===== config.mk =====
export PLATFORM = sky130hd
export DESIGN_NAME = bmp_stream_decoder_unit
export DESIGN_NICKNAME = d
export VERILOG_FILES = /design/src/sv/bsd_pkg.sv /design/src/sv/bsd_front.sv /design/src/sv/bsd_parser.sv /design/src/sv/bsd_result_queue.sv /design/src/sv/bmp_stream_decoder_unit.sv
export SDC_FILE = /design/constraint.sdc
export NUM_CORES = 1
export LEC_CHECK = 0
export BUFFER_PORTS_ARGS = -buffer_cell sky130_fd_sc_hd__buf_2
export CORE_MARGIN = 3
export CORE_UTILIZATION = 34
export CTS_BUF_LIST = sky130_fd_sc_hd__clkbuf_4 sky130_fd_sc_hd__clkbuf_8 sky130_fd_sc_hd__clkbuf_16
export DETAILED_ROUTE_END_ITERATION = 10
export GPL_TIMING_DRIVEN = 0
export SKIP_LAST_GASP = 1
export SLEW_MARGIN = 40
export SYNTH_ARGS = -nofsm -noshare
export SYNTH_HDL_FRONTEND = slang
export SYNTH_HIERARCHICAL = 1
export SYNTH_SLANG_ARGS = --single-unit

===== constraint.sdc =====
create_clock -name clk -period 15.8 [get_ports clk]
set_clock_uncertainty 0.1 [all_clocks]
set_input_delay 3.16 -clock clk [delete_from_list [all_inputs] [get_ports clk]]
set_output_delay 3.16 -clock clk [all_outputs]
set_load 0.01 [all_outputs]

===== src/sv/bsd_pkg.sv =====
// Package for the BMP stream decoder: sizes, result and error codes, and the
// structs passed between the front end, the parser and the result queue.
// No dependencies.
package bsd_pkg;

    // Largest image the decoder accepts
    localparam int MAX_WIDTH  = 4096;
    localparam int MAX_HEIGHT = 4096;

    // Header layout
    localparam int HDR_LEN = 54;
    localparam logic [31:0] HDR_LEN_W  = 32'(HDR_LEN);
    localparam logic [31:0] HDR_LAST_W = 32'(HDR_LEN - 1);
    localparam logic [15:0] DEPTH_24   = 16'd24;
    localparam logic [15:0] DEPTH_32   = 16'd32;

    // Counter and port widths
    localparam int COL_W = (MAX_WIDTH > 1) ? $clog2(MAX_WIDTH) : 1;
    localparam int ROW_W = (MAX_HEIGHT > 1) ? $clog2(MAX_HEIGHT) : 1;
    localparam int DIM_W = 13;
    localparam int PIX_W = 12;

    // Queue sizing, shared by the byte queue and the result queue
    localparam int QUEUE_DEPTH = 2;
    localparam int PTR_W = (QUEUE_DEPTH > 1) ? $clog2(QUEUE_DEPTH) : 1;
    localparam int CNT_W = $clog2(QUEUE_DEPTH + 1);

    typedef enum logic [2:0] {
        FLD_NONE,
        FLD_OFFSET,
        FLD_WIDTH,
        FLD_HEIGHT,
        FLD_DEPTH
    } hdr_field_t;

    typedef enum logic [1:0] {
        KIND_HEADER = 2'd0,
        KIND_PIXEL  = 2'd1,
        KIND_ERROR  = 2'd2
    } result_kind_t;

    typedef enum logic [1:0] {
        ERR_NONE  = 2'd0,
        ERR_SHORT = 2'd1,
        ERR_DEPTH = 2'd2,
        ERR_RANGE = 2'd3
    } error_code_t;

    // One classified input byte
    typedef struct packed {
        logic [7:0]  data;
        logic        file_start;
        logic        file_end;
        logic [31:0] pos;
        hdr_field_t  field;
        logic [1:0]  lane;
        logic        hdr_last;
    } byte_item_t;

    // Head of the byte queue as seen by the parser
    typedef struct packed {
        logic       valid;
        byte_item_t item;
    } byte_head_t;

    // One result item
    typedef struct packed {
        result_kind_t kind;
        error_code_t  err;
        logic [DIM_W-1:0] width;
        logic [DIM_W-1:0] height;
        logic [PIX_W-1:0] x;
        logic [PIX_W-1:0] y;
        logic [7:0]   red;
        logic [7:0]   green;
        logic [7:0]   blue;
        logic         last;
    } result_t;

    // Parser to result queue write
    typedef struct packed {
        logic    push;
        result_t res;
    } result_push_t;

endpackage


===== src/sv/bsd_front.sv =====
// Front end of the BMP stream decoder: tracks the file position, tags header
// bytes with their field and byte lane, and holds every byte in a short queue.
// Depends on bsd_pkg.
module bsd_front
    import bsd_pkg::*;
(
    input  logic       clk,
    input  logic       rst_n,
    input  logic [7:0] data_byte,
    input  logic       file_start,
    input  logic       file_end,
    input  logic       push,
    output logic       full,
    input  logic       head_pop,
    output byte_head_t head
);

    logic [31:0]      pos_reg;
    logic [31:0]      pos_next;
    logic [31:0]      cur_pos;
    logic [PTR_W-1:0] wr_ptr_reg;
    logic [PTR_W-1:0] rd_ptr_reg;
    logic [CNT_W-1:0] count_reg;
    byte_item_t       entry_reg [QUEUE_DEPTH];
    byte_item_t       new_item;
    logic             push_acc;

    assign full     = (count_reg == CNT_W'(QUEUE_DEPTH));
    assign push_acc = push && !full;

    // File position, restarted by file_start, saturating at the top
    always_comb
    begin
        cur_pos  = file_start ? 32'd0 : pos_reg;
        pos_next = (cur_pos == 32'hFFFF_FFFF) ? cur_pos : cur_pos + 32'd1;
    end

    // Classify the byte by its place in the header
    always_comb
    begin
        new_item            = '0;
        new_item.data       = data_byte;
        new_item.file_start = file_start;
        new_item.file_end   = file_end;
        new_item.pos        = cur_pos;
        new_item.hdr_last   = (cur_pos == HDR_LAST_W);
        new_item.field      = FLD_NONE;
        new_item.lane       = cur_pos[1:0] - 2'd2;
        if (cur_pos inside {[32'd10:32'd13]})
        begin
            new_item.field = FLD_OFFSET;
        end
        else if (cur_pos inside {[32'd18:32'd21]})
        begin
            new_item.field = FLD_WIDTH;
        end
        else if (cur_pos inside {[32'd22:32'd25]})
        begin
            new_item.field = FLD_HEIGHT;
        end
        else if (cur_pos inside {[32'd28:32'd29]})
        begin
            new_item.field = FLD_DEPTH;
            new_item.lane  = cur_pos[1:0];
        end
    end

    // Position counter and queue pointers
    always_ff @(posedge clk or negedge rst_n)
    begin
        if (!rst_n)
        begin
            pos_reg    <= '0;
            wr_ptr_reg <= '0;
            rd_ptr_reg <= '0;
            count_reg  <= '0;
        end
        else
        begin
            if (push_acc)
            begin
                pos_reg    <= pos_next;
                wr_ptr_reg <= PTR_W'((32'(wr_ptr_reg) + 1) % QUEUE_DEPTH);
            end
            if (head_pop)
            begin
                rd_ptr_reg <= PTR_W'((32'(rd_ptr_reg) + 1) % QUEUE_DEPTH);
            end
            if (push_acc && !head_pop)
            begin
                count_reg <= count_reg + CNT_W'(1);
            end
            else if (!push_acc && head_pop)
            begin
                count_reg <= count_reg - CNT_W'(1);
            end
        end
    end

    // Queue storage
    always_ff @(posedge clk)
    begin
        if (push_acc)
        begin
            entry_reg[wr_ptr_reg] <= new_item;
        end
    end

    assign head.valid = (count_reg != '0);
    assign head.item  = entry_reg[rd_ptr_reg];

endmodule


===== src/sv/bsd_parser.sv =====
// Back end of the BMP stream decoder: header assembly and checks, offset skip,
// pixel walk with row padding, one result per byte at most.
// Depends on bsd_pkg.
module bsd_parser
    import bsd_pkg::*;
(
    input  logic         clk,
    input  logic         rst_n,
    input  byte_head_t   head,
    output logic         head_pop,
    input  logic         res_ready,
    output result_push_t res_out
);

    typedef enum logic [2:0] {
        PH_HEADER,
        PH_SKIP,
        PH_PIXELS,
        PH_PAD,
        PH_IDLE
    } phase_t;

    phase_t           phase_reg,  phase_next,  cur_phase;
    logic [31:0]      offset_reg, offset_next, cur_offset;
    logic [31:0]      width_reg,  width_next,  cur_width;
    logic [31:0]      height_reg, height_next, cur_height;
    logic [15:0]      depth_reg,  depth_next,  cur_depth;
    logic [COL_W-1:0] col_reg,    col_next,    cur_col;
    logic [ROW_W-1:0] row_reg,    row_next,    cur_row;
    logic [1:0]       bip_reg,    bip_next,    cur_bip;
    logic [1:0]       pad_reg,    pad_next,    cur_pad;
    logic [7:0]       blue_reg,   blue_next,   cur_blue;
    logic [7:0]       green_reg,  green_next,  cur_green;

    byte_item_t       it;
    logic             go;
    logic             bpp4;
    logic             group_end;
    logic [COL_W:0]   col_inc;
    logic [ROW_W:0]   row_inc;
    logic [31:0]      lane_word;
    logic [15:0]      lane_half;

    assign it       = head.item;
    assign go       = head.valid && res_ready;
    assign head_pop = go;

    // View of the state for this byte; file_start restarts the parser
    always_comb
    begin
        if (it.file_start)
        begin
            cur_phase  = PH_HEADER;
            cur_offset = '0;
            cur_width  = '0;
            cur_height = '0;
            cur_depth  = '0;
            cur_col    = '0;
            cur_row    = '0;
            cur_bip    = '0;
            cur_pad    = '0;
            cur_blue   = '0;
            cur_green  = '0;
        end
        else
        begin
            cur_phase  = phase_reg;
            cur_offset = offset_reg;
            cur_width  = width_reg;
            cur_height = height_reg;
            cur_depth  = depth_reg;
            cur_col    = col_reg;
            cur_row    = row_reg;
            cur_bip    = bip_reg;
            cur_pad    = pad_reg;
            cur_blue   = blue_reg;
            cur_green  = green_reg;
        end
    end

    assign bpp4      = (cur_depth == DEPTH_32);
    assign group_end = bpp4 ? (cur_bip == 2'd3) : (cur_bip == 2'd2);
    assign col_inc   = {1'b0, cur_col} + (COL_W+1)'(1);
    assign row_inc   = {1'b0, cur_row} + (ROW_W+1)'(1);
    assign lane_word = 32'(it.data) << {it.lane, 3'b000};
    assign lane_half = 16'(it.data) << {it.lane[0], 3'b000};

    // Next state and result
    always_comb
    begin
        phase_next  = cur_phase;
        offset_next = cur_offset;
        width_next  = cur_width;
        height_next = cur_height;
        depth_next  = cur_depth;
        col_next    = cur_col;
        row_next    = cur_row;
        bip_next    = cur_bip;
        pad_next    = cur_pad;
        blue_next   = cur_blue;
        green_next  = cur_green;
        res_out     = '0;

        case (cur_phase)
            PH_HEADER:
            begin
                case (it.field)
                    FLD_OFFSET: offset_next = cur_offset | lane_word;
                    FLD_WIDTH:  width_next  = cur_width  | lane_word;
                    FLD_HEIGHT: height_next = cur_height | lane_word;
                    FLD_DEPTH:  depth_next  = cur_depth  | lane_half;
                    default:    ;
                endcase
                if (it.hdr_last)
                begin
                    res_out.push = 1'b1;
                    if (depth_next != DEPTH_24 && depth_next != DEPTH_32)
                    begin
                        res_out.res.kind = KIND_ERROR;
                        res_out.res.err  = ERR_DEPTH;
                        phase_next       = PH_IDLE;
                    end
                    else if (offset_next < HDR_LEN_W ||
                             width_next > 32'(MAX_WIDTH) ||
                             height_next > 32'(MAX_HEIGHT))
                    begin
                        res_out.res.kind = KIND_ERROR;
                        res_out.res.err  = ERR_RANGE;
                        phase_next       = PH_IDLE;
                    end
                    else
                    begin
                        res_out.res.kind   = KIND_HEADER;
                        res_out.res.width  = DIM_W'(width_next);
                        res_out.res.height = DIM_W'(height_next);
                        if (width_next == '0 || height_next == '0)
                        begin
                            phase_next = PH_IDLE;
                        end
                        else if (offset_next == HDR_LEN_W)
                        begin
                            phase_next = PH_PIXELS;
                        end
                        else
                        begin
                            phase_next = PH_SKIP;
                        end
                    end
                end
                else if (it.file_end)
                begin
                    res_out.push     = 1'b1;
                    res_out.res.kind = KIND_ERROR;
                    res_out.res.err  = ERR_SHORT;
                end
            end
            PH_SKIP:
            begin
                if ({1'b0, it.pos} + 33'd1 == {1'b0, cur_offset})
                begin
                    phase_next = PH_PIXELS;
                end
            end
            PH_PIXELS:
            begin
                case (cur_bip)
                    2'd0: blue_next  = it.data;
                    2'd1: green_next = it.data;
                    2'd2:
                    begin
                        // pixel goes out on its red byte
                        res_out.push      = 1'b1;
                        res_out.res.kind  = KIND_PIXEL;
                        res_out.res.x     = PIX_W'(cur_col);
                        res_out.res.y     = PIX_W'(cur_row);
                        res_out.res.red   = it.data;
                        res_out.res.green = cur_green;
                        res_out.res.blue  = cur_blue;
                        res_out.res.last  = (32'(col_inc) == cur_width) &&
                                            (32'(row_inc) == cur_height);
                    end
                    default: ;
                endcase
                if (group_end)
                begin
                    bip_next = '0;
                    if (32'(col_inc) >= cur_width)
                    begin
                        col_next = '0;
                        row_next = ROW_W'(row_inc);
                        if (32'(row_inc) >= cur_height)
                        begin
                            phase_next = PH_IDLE;
                        end
                        else
                        begin
                            // 24-bit rows pad by width mod 4, 32-bit rows never
                            pad_next = bpp4 ? 2'd0 : cur_width[1:0];
                            if (pad_next != 2'd0)
                            begin
                                phase_next = PH_PAD;
                            end
                        end
                    end
                    else
                    begin
                        col_next = COL_W'(col_inc);
                    end
                end
                else
                begin
                    bip_next = cur_bip + 2'd1;
                end
            end
            PH_PAD:
            begin
                if (cur_pad != 2'd0)
                begin
                    pad_next = cur_pad - 2'd1;
                end
                if (pad_next == 2'd0)
                begin
                    phase_next = PH_PIXELS;
                end
            end
            default: ;
        endcase

        if (it.file_end)
        begin
            phase_next = PH_IDLE;
        end
    end

    // Parser state
    always_ff @(posedge clk or negedge rst_n)
    begin
        if (!rst_n)
        begin
            phase_reg  <= PH_HEADER;
            offset_reg <= '0;
            width_reg  <= '0;
            height_reg <= '0;
            depth_reg  <= '0;
            col_reg    <= '0;
            row_reg    <= '0;
            bip_reg    <= '0;
            pad_reg    <= '0;
            blue_reg   <= '0;
            green_reg  <= '0;
        end
        else if (go)
        begin
            phase_reg  <= phase_next;
            offset_reg <= offset_next;
            width_reg  <= width_next;
            height_reg <= height_next;
            depth_reg  <= depth_next;
            col_reg    <= col_next;
            row_reg    <= row_next;
            bip_reg    <= bip_next;
            pad_reg    <= pad_next;
            blue_reg   <= blue_next;
            green_reg  <= green_next;
        end
    end

endmodule


===== src/sv/bsd_result_queue.sv =====
// Result queue of the BMP stream decoder: holds finished results until the
// consumer pops them. Depends on bsd_pkg.
module bsd_result_queue
    import bsd_pkg::*;
(
    input  logic         clk,
    input  logic         rst_n,
    input  logic         go,
    input  result_push_t res_in,
    output logic         ready,
    input  logic         pop,
    output logic         empty,
    output result_t      head
);

    logic [PTR_W-1:0] wr_ptr_reg;
    logic [PTR_W-1:0] rd_ptr_reg;
    logic [CNT_W-1:0] count_reg;
    result_t          entry_reg [QUEUE_DEPTH];
    logic             wr_en;
    logic             rd_en;

    assign ready = (count_reg != CNT_W'(QUEUE_DEPTH));
    assign empty = (count_reg == '0);
    assign wr_en = go && res_in.push;
    assign rd_en = pop && !empty;

    // Pointers and fill count
    always_ff @(posedge clk or negedge rst_n)
    begin
        if (!rst_n)
        begin
            wr_ptr_reg <= '0;
            rd_ptr_reg <= '0;
            count_reg  <= '0;
        end
        else
        begin
            if (wr_en)
            begin
                wr_ptr_reg <= PTR_W'((32'(wr_ptr_reg) + 1) % QUEUE_DEPTH);
            end
            if (rd_en)
            begin
                rd_ptr_reg <= PTR_W'((32'(rd_ptr_reg) + 1) % QUEUE_DEPTH);
            end
            if (wr_en && !rd_en)
            begin
                count_reg <= count_reg + CNT_W'(1);
            end
            else if (!wr_en && rd_en)
            begin
                count_reg <= count_reg - CNT_W'(1);
            end
        end
    end

    // Storage
    always_ff @(posedge clk)
    begin
        if (wr_en)
        begin
            entry_reg[wr_ptr_reg] <= res_in.res;
        end
    end

    assign head = entry_reg[rd_ptr_reg];

endmodule


===== src/sv/bmp_stream_decoder_unit.sv =====
// BMP stream decoder, one file byte per transaction, at most one result each.
// Throughput: one byte per cycle while the result queue has room, set by the
// parser's per-byte state update. An accepted byte is registered in the byte
// queue, then the parser writes its result into the result queue.
// Reset: rst_n clears both queues and returns the parser to the header phase.
// Depends on bsd_pkg, bsd_front, bsd_parser, bsd_result_queue.
module bmp_stream_decoder_unit
    import bsd_pkg::*;
(
    input  logic             clk,
    input  logic             rst_n,
    input  logic [7:0]       data_byte,
    input  logic             file_start,
    input  logic             file_end,
    input  logic             push,
    output logic             full,
    output logic [1:0]       result_kind,
    output logic [1:0]       error_code,
    output logic [DIM_W-1:0] image_width,
    output logic [DIM_W-1:0] image_height,
    output logic [PIX_W-1:0] pixel_x,
    output logic [PIX_W-1:0] pixel_y,
    output logic [7:0]       red,
    output logic [7:0]       green,
    output logic [7:0]       blue,
    output logic             last_pixel,
    output logic             empty,
    input  logic             pop
);

    byte_head_t   head;
    logic         head_pop;
    logic         res_ready;
    result_push_t res_push;
    result_t      res_head;

    // Byte tagging and input queue
    bsd_front u_front (
        .clk        (clk),
        .rst_n      (rst_n),
        .data_byte  (data_byte),
        .file_start (file_start),
        .file_end   (file_end),
        .push       (push),
        .full       (full),
        .head_pop   (head_pop),
        .head       (head)
    );

    // Parser
    bsd_parser u_parser (
        .clk       (clk),
        .rst_n     (rst_n),
        .head      (head),
        .head_pop  (head_pop),
        .res_ready (res_ready),
        .res_out   (res_push)
    );

    // Output queue
    bsd_result_queue u_results (
        .clk    (clk),
        .rst_n  (rst_n),
        .go     (head_pop),
        .res_in (res_push),
        .ready  (res_ready),
        .pop    (pop),
        .empty  (empty),
        .head   (res_head)
    );

    assign result_kind  = res_head.kind;
    assign error_code   = res_head.err;
    assign image_width  = res_head.width;
    assign image_height = res_head.height;
    assign pixel_x      = res_head.x;
    assign pixel_y      = res_head.y;
    assign red          = res_head.red;
    assign green        = res_head.green;
    assign blue         = res_head.blue;
    assign last_pixel   = res_head.last;

endmodule


==> results.sh <==
export IMPL_run_status="finished, final reports clean"
export IMPL_final_setup_tns_ps=0
export IMPL_fillerInstances=6223
export IMPL_rsz0062_at_grt="false"
export IMPL_fmaxAchievable_mhz=130
export IMPL_synth_ff_latch_count=451
export IMPL_critPathLaunchType="flop"
export IMPL_synth_cell_area_um2=22600
export IMPL_synth_fa_ha_area_share_pct=2.16
export IMPL_leakage_component_of_the_power_nw=10.4
export IMPL_syn_mean_instance_area_um2=11.7
export IMPL_num_io_pins=95
export IMPL_cts_hold_repair_buffers=0
export IMPL_cap_violations=0
export IMPL_fin_util_pct=40.3
export IMPL_cts_max_path_buffers=3
export IMPL_layout_common_cells="edfxtp_1 (252), nand2_1 (226), dfrtp_1 (199), buf_2 (101), nor2_1 (98)"
export IMPL_ys_warn_count=6
export IMPL_fin_crit_sh_pct=48.8
export IMPL_synthSimpleGateAreaFrac_pct=16.8
export IMPL_synth_edf_count=252
export IMPL_combinational_family_with_the_most_area_after_synthesis="simple AND/OR/NAND/NOR gates"
export IMPL_starting_utilization_of_the_core_area_pct=34.7
export IMPL_cpPeakStageDelay_ps=600
export IMPL_stdcell_count=2991
export IMPL_postSynth_asyncResetShare_pct=44.1
export IMPL_synthMuxAreaShare_pct=8.66
export IMPL_antenna_cells=0
export IMPL_yosys_cell_types_count=85
export IMPL_rows=93
export IMPL_die_area_um2=69600
export IMPL_drc_errors=0
export IMPL_finalHoldViolations=0
export IMPL_synth_compound_gate_area_share_pct=10.2
export IMPL_critPathBufInv=6
export IMPL_worst_setup_path_end_kind="flop"
export IMPL_synth_ff_type="edfxtp_1"
export IMPL_ant_nets=0
export IMPL_hold_class="flop to flop"
export IMPL_largest_register_ff_count=158
export IMPL_worst_path_max_delay_cell="buf_1"
export IMPL_area_delta_synth_final_pct=16.3
export IMPL_cts_num_sinks=451
export IMPL_critical_path_cell_chain="clkbuf_1, mux2_2, clkbuf_1, buf_2, buf_1, buf_1, nor2b_1, ha_1, nand3_1, nor4_1, nand2_1, xor2_1, nor2_1, ha_1, nand3_1, nor4_1, a221oi_1, a21boi_1, and3_1, and2_1, clkbuf_1, nand2_1, xor2_1"
export IMPL_timing_final_max_slew_violations=0
export IMPL_tritoncts="built"
export IMPL_iter_0_drt_violations=1497
export IMPL_core_area_um2=65200
export IMPL_postSynthNetCount=1987
export IMPL_drt_wl_total_um=65000
export IMPL_placed_cells_incl_taps=2897
export IMPL_max_slew_worst_pin_slew_ps=901
export IMPL_floorplan_die_height_um=264
export IMPL_finalSetupViolations=0
export IMPL_cp_max_fo=10
export IMPL_fin_crit_ps=7710
export IMPL_grt_ovfl_total=0
export IMPL_worst_setup_hold_path_clk_slew_ps=70
export IMPL_timing_critical_path_arrival_ps=8110
export IMPL_post_synthesis_cells=1934
export IMPL_worst_path_top_cell_family_by_delay="buffers and inverters"
export IMPL_required_ps=16200
export IMPL_grt_pass1_wl_um=99100
export IMPL_grt_pass1_vias=16300
export IMPL_post_route_worst_setup_slack_ps=8090
export IMPL_fin_nets=2147
export IMPL_timing_critical_path_mode_cell="clkbuf_1"
export IMPL_worst_ir_drop_vdd_mv=0.0968
export IMPL_die_width_um=264
export IMPL_gp_congestion=0.988
export IMPL_antenna_found_initial=1
export IMPL_first_pass_iters=5
export IMPL_cts_resized=0
export IMPL_synth_xor_area_share_pct=3.66
export IMPL_drt_wirelength_per_cell_um=21.7
export IMPL_cts_post_setup_buffers_inserted=0
export IMPL_grt_max_degree=77
export IMPL_timing_slew_headroom_pct=39.9
export IMPL_preCtsSetupSlack_ps=8010
export IMPL_cts_root_buf="clkbuf_16"
export IMPL_power_per_cell_area_nw_per_um2=182
export IMPL_synth_seq_area_share_pct=55.5
export IMPL_drive_gt1_share_pct=18.2
export IMPL_num_vias=16500
export IMPL_globalRouteTotalUtil_pct=18.2
export IMPL_detail_route_vias_per_cell=5.51
export IMPL_numPortBuffers=94
export IMPL_layout_commonest_cell="edfxtp_1"
export IMPL_htree_levels=2
export IMPL_detailed_place_hpwl_um=48300
export IMPL_critical_path_class="flop to flop"
export IMPL_clock_insertion_delay_worst_skew_ps=610
export IMPL_numCtsBuffers=50
## power breakdown
group,total [W],internal [W],switching [W]
logic,0.00191,0.000704,0.00121
registers,0.00164,0.00153,0.000104
clock network,0.00122,0.000720,0.000503
## worst min-delay path, cell delays in order (launching register included)
cell and delay [ps]:
dfrtp_1 350, nand2_1 50, o21ai_0 60
## cells in the mapped netlist, drive strengths merged (15+ instances only)
library cell,n,area share [%]
a22o,87,3.4
nand3,72,1.6
nor4,53,1.5
nand4,32,0.98
nor2,100,1.7
ha,39,2.2
or3,15,0.42
nor3,29,0.64
o21ai,88,1.9
buf,21,1.0
nand2,226,3.8
inv,31,0.51
a21oi,61,1.4
nand2b,15,0.42
xor2,32,1.2
mux2,136,8.1
edfxtp,252,33
and3,60,1.7
dfrtp,199,22
xnor2,60,2.3
clkbuf,91,1.5
nor2b,52,1.4
## cell families after synthesis
| family | after synthesis |
|---|---|
| adders and majority gates | 39 |
| DFF | 451 |
| AOI/OAI and AO/OA | 330 |
| muxes | 149 |
| and+or+nand+nor | 728 |
| xor gates and xnor gates | 93 |
| buffers and inverters | 144 |
## per-layer routing
metal	GRT usage, %	part of all wire, %	wire length (um)
met1	23.2	42	27100
met3	3.17	5.7	3720
met5	0	0.020	13
met2	31.1	49	32000
met4	6.25	3.4	2210
## layout make-up
type / count / area [um^2] / share of cell area, %
Sequential cell: 451 / 12500 / 47.7
Multi-Input combinational cell: 1339 / 9450 / 36.0
Clock buffer: 61 / 1350 / 5.15
Tap cell: 855 / 1070 / 4.07
Timing Repair Buffer: 108 / 742 / 2.82
Buffer: 112 / 577 / 2.19
Clock inverter: 33 / 427 / 1.62
Inverter: 32 / 120 / 0.457
## stage by stage
stage                     cell area [um^2]  total power (W)  hold WS (ps)
after floorplan                      22600          0.00286           350
after global placement               24200          0.00350           369
after detailed placement             24500          0.00356           379
after CTS                            26300          0.00480           394
after global routing                 26300          0.00500           408
final                                26300          0.00477           387
## final timing paths
| path | startpoint | to | slack [ps] | depth (start not counted) |
|---|---|---|---|---|
| max in group asynchronous | rst_n | u_parser/height_reg[14] | 12450 | 2 |
| min | u_parser/width_reg[22] | u_parser/width_reg[22] | 390 | 2 |
| min in group asynchronous | rst_n | u_front/pos_reg[2] | 2420 | 1 |
| max reg2reg | u_front/rd_ptr_reg | u_parser/row_reg[3] | 8090 | 23 |
| max | u_front/rd_ptr_reg | u_parser/row_reg[3] | 8090 | 23 |
| min reg2reg | u_parser/width_reg[22] | u_parser/width_reg[22] | 390 | 2 |
(Power assumes the default switching activity.)
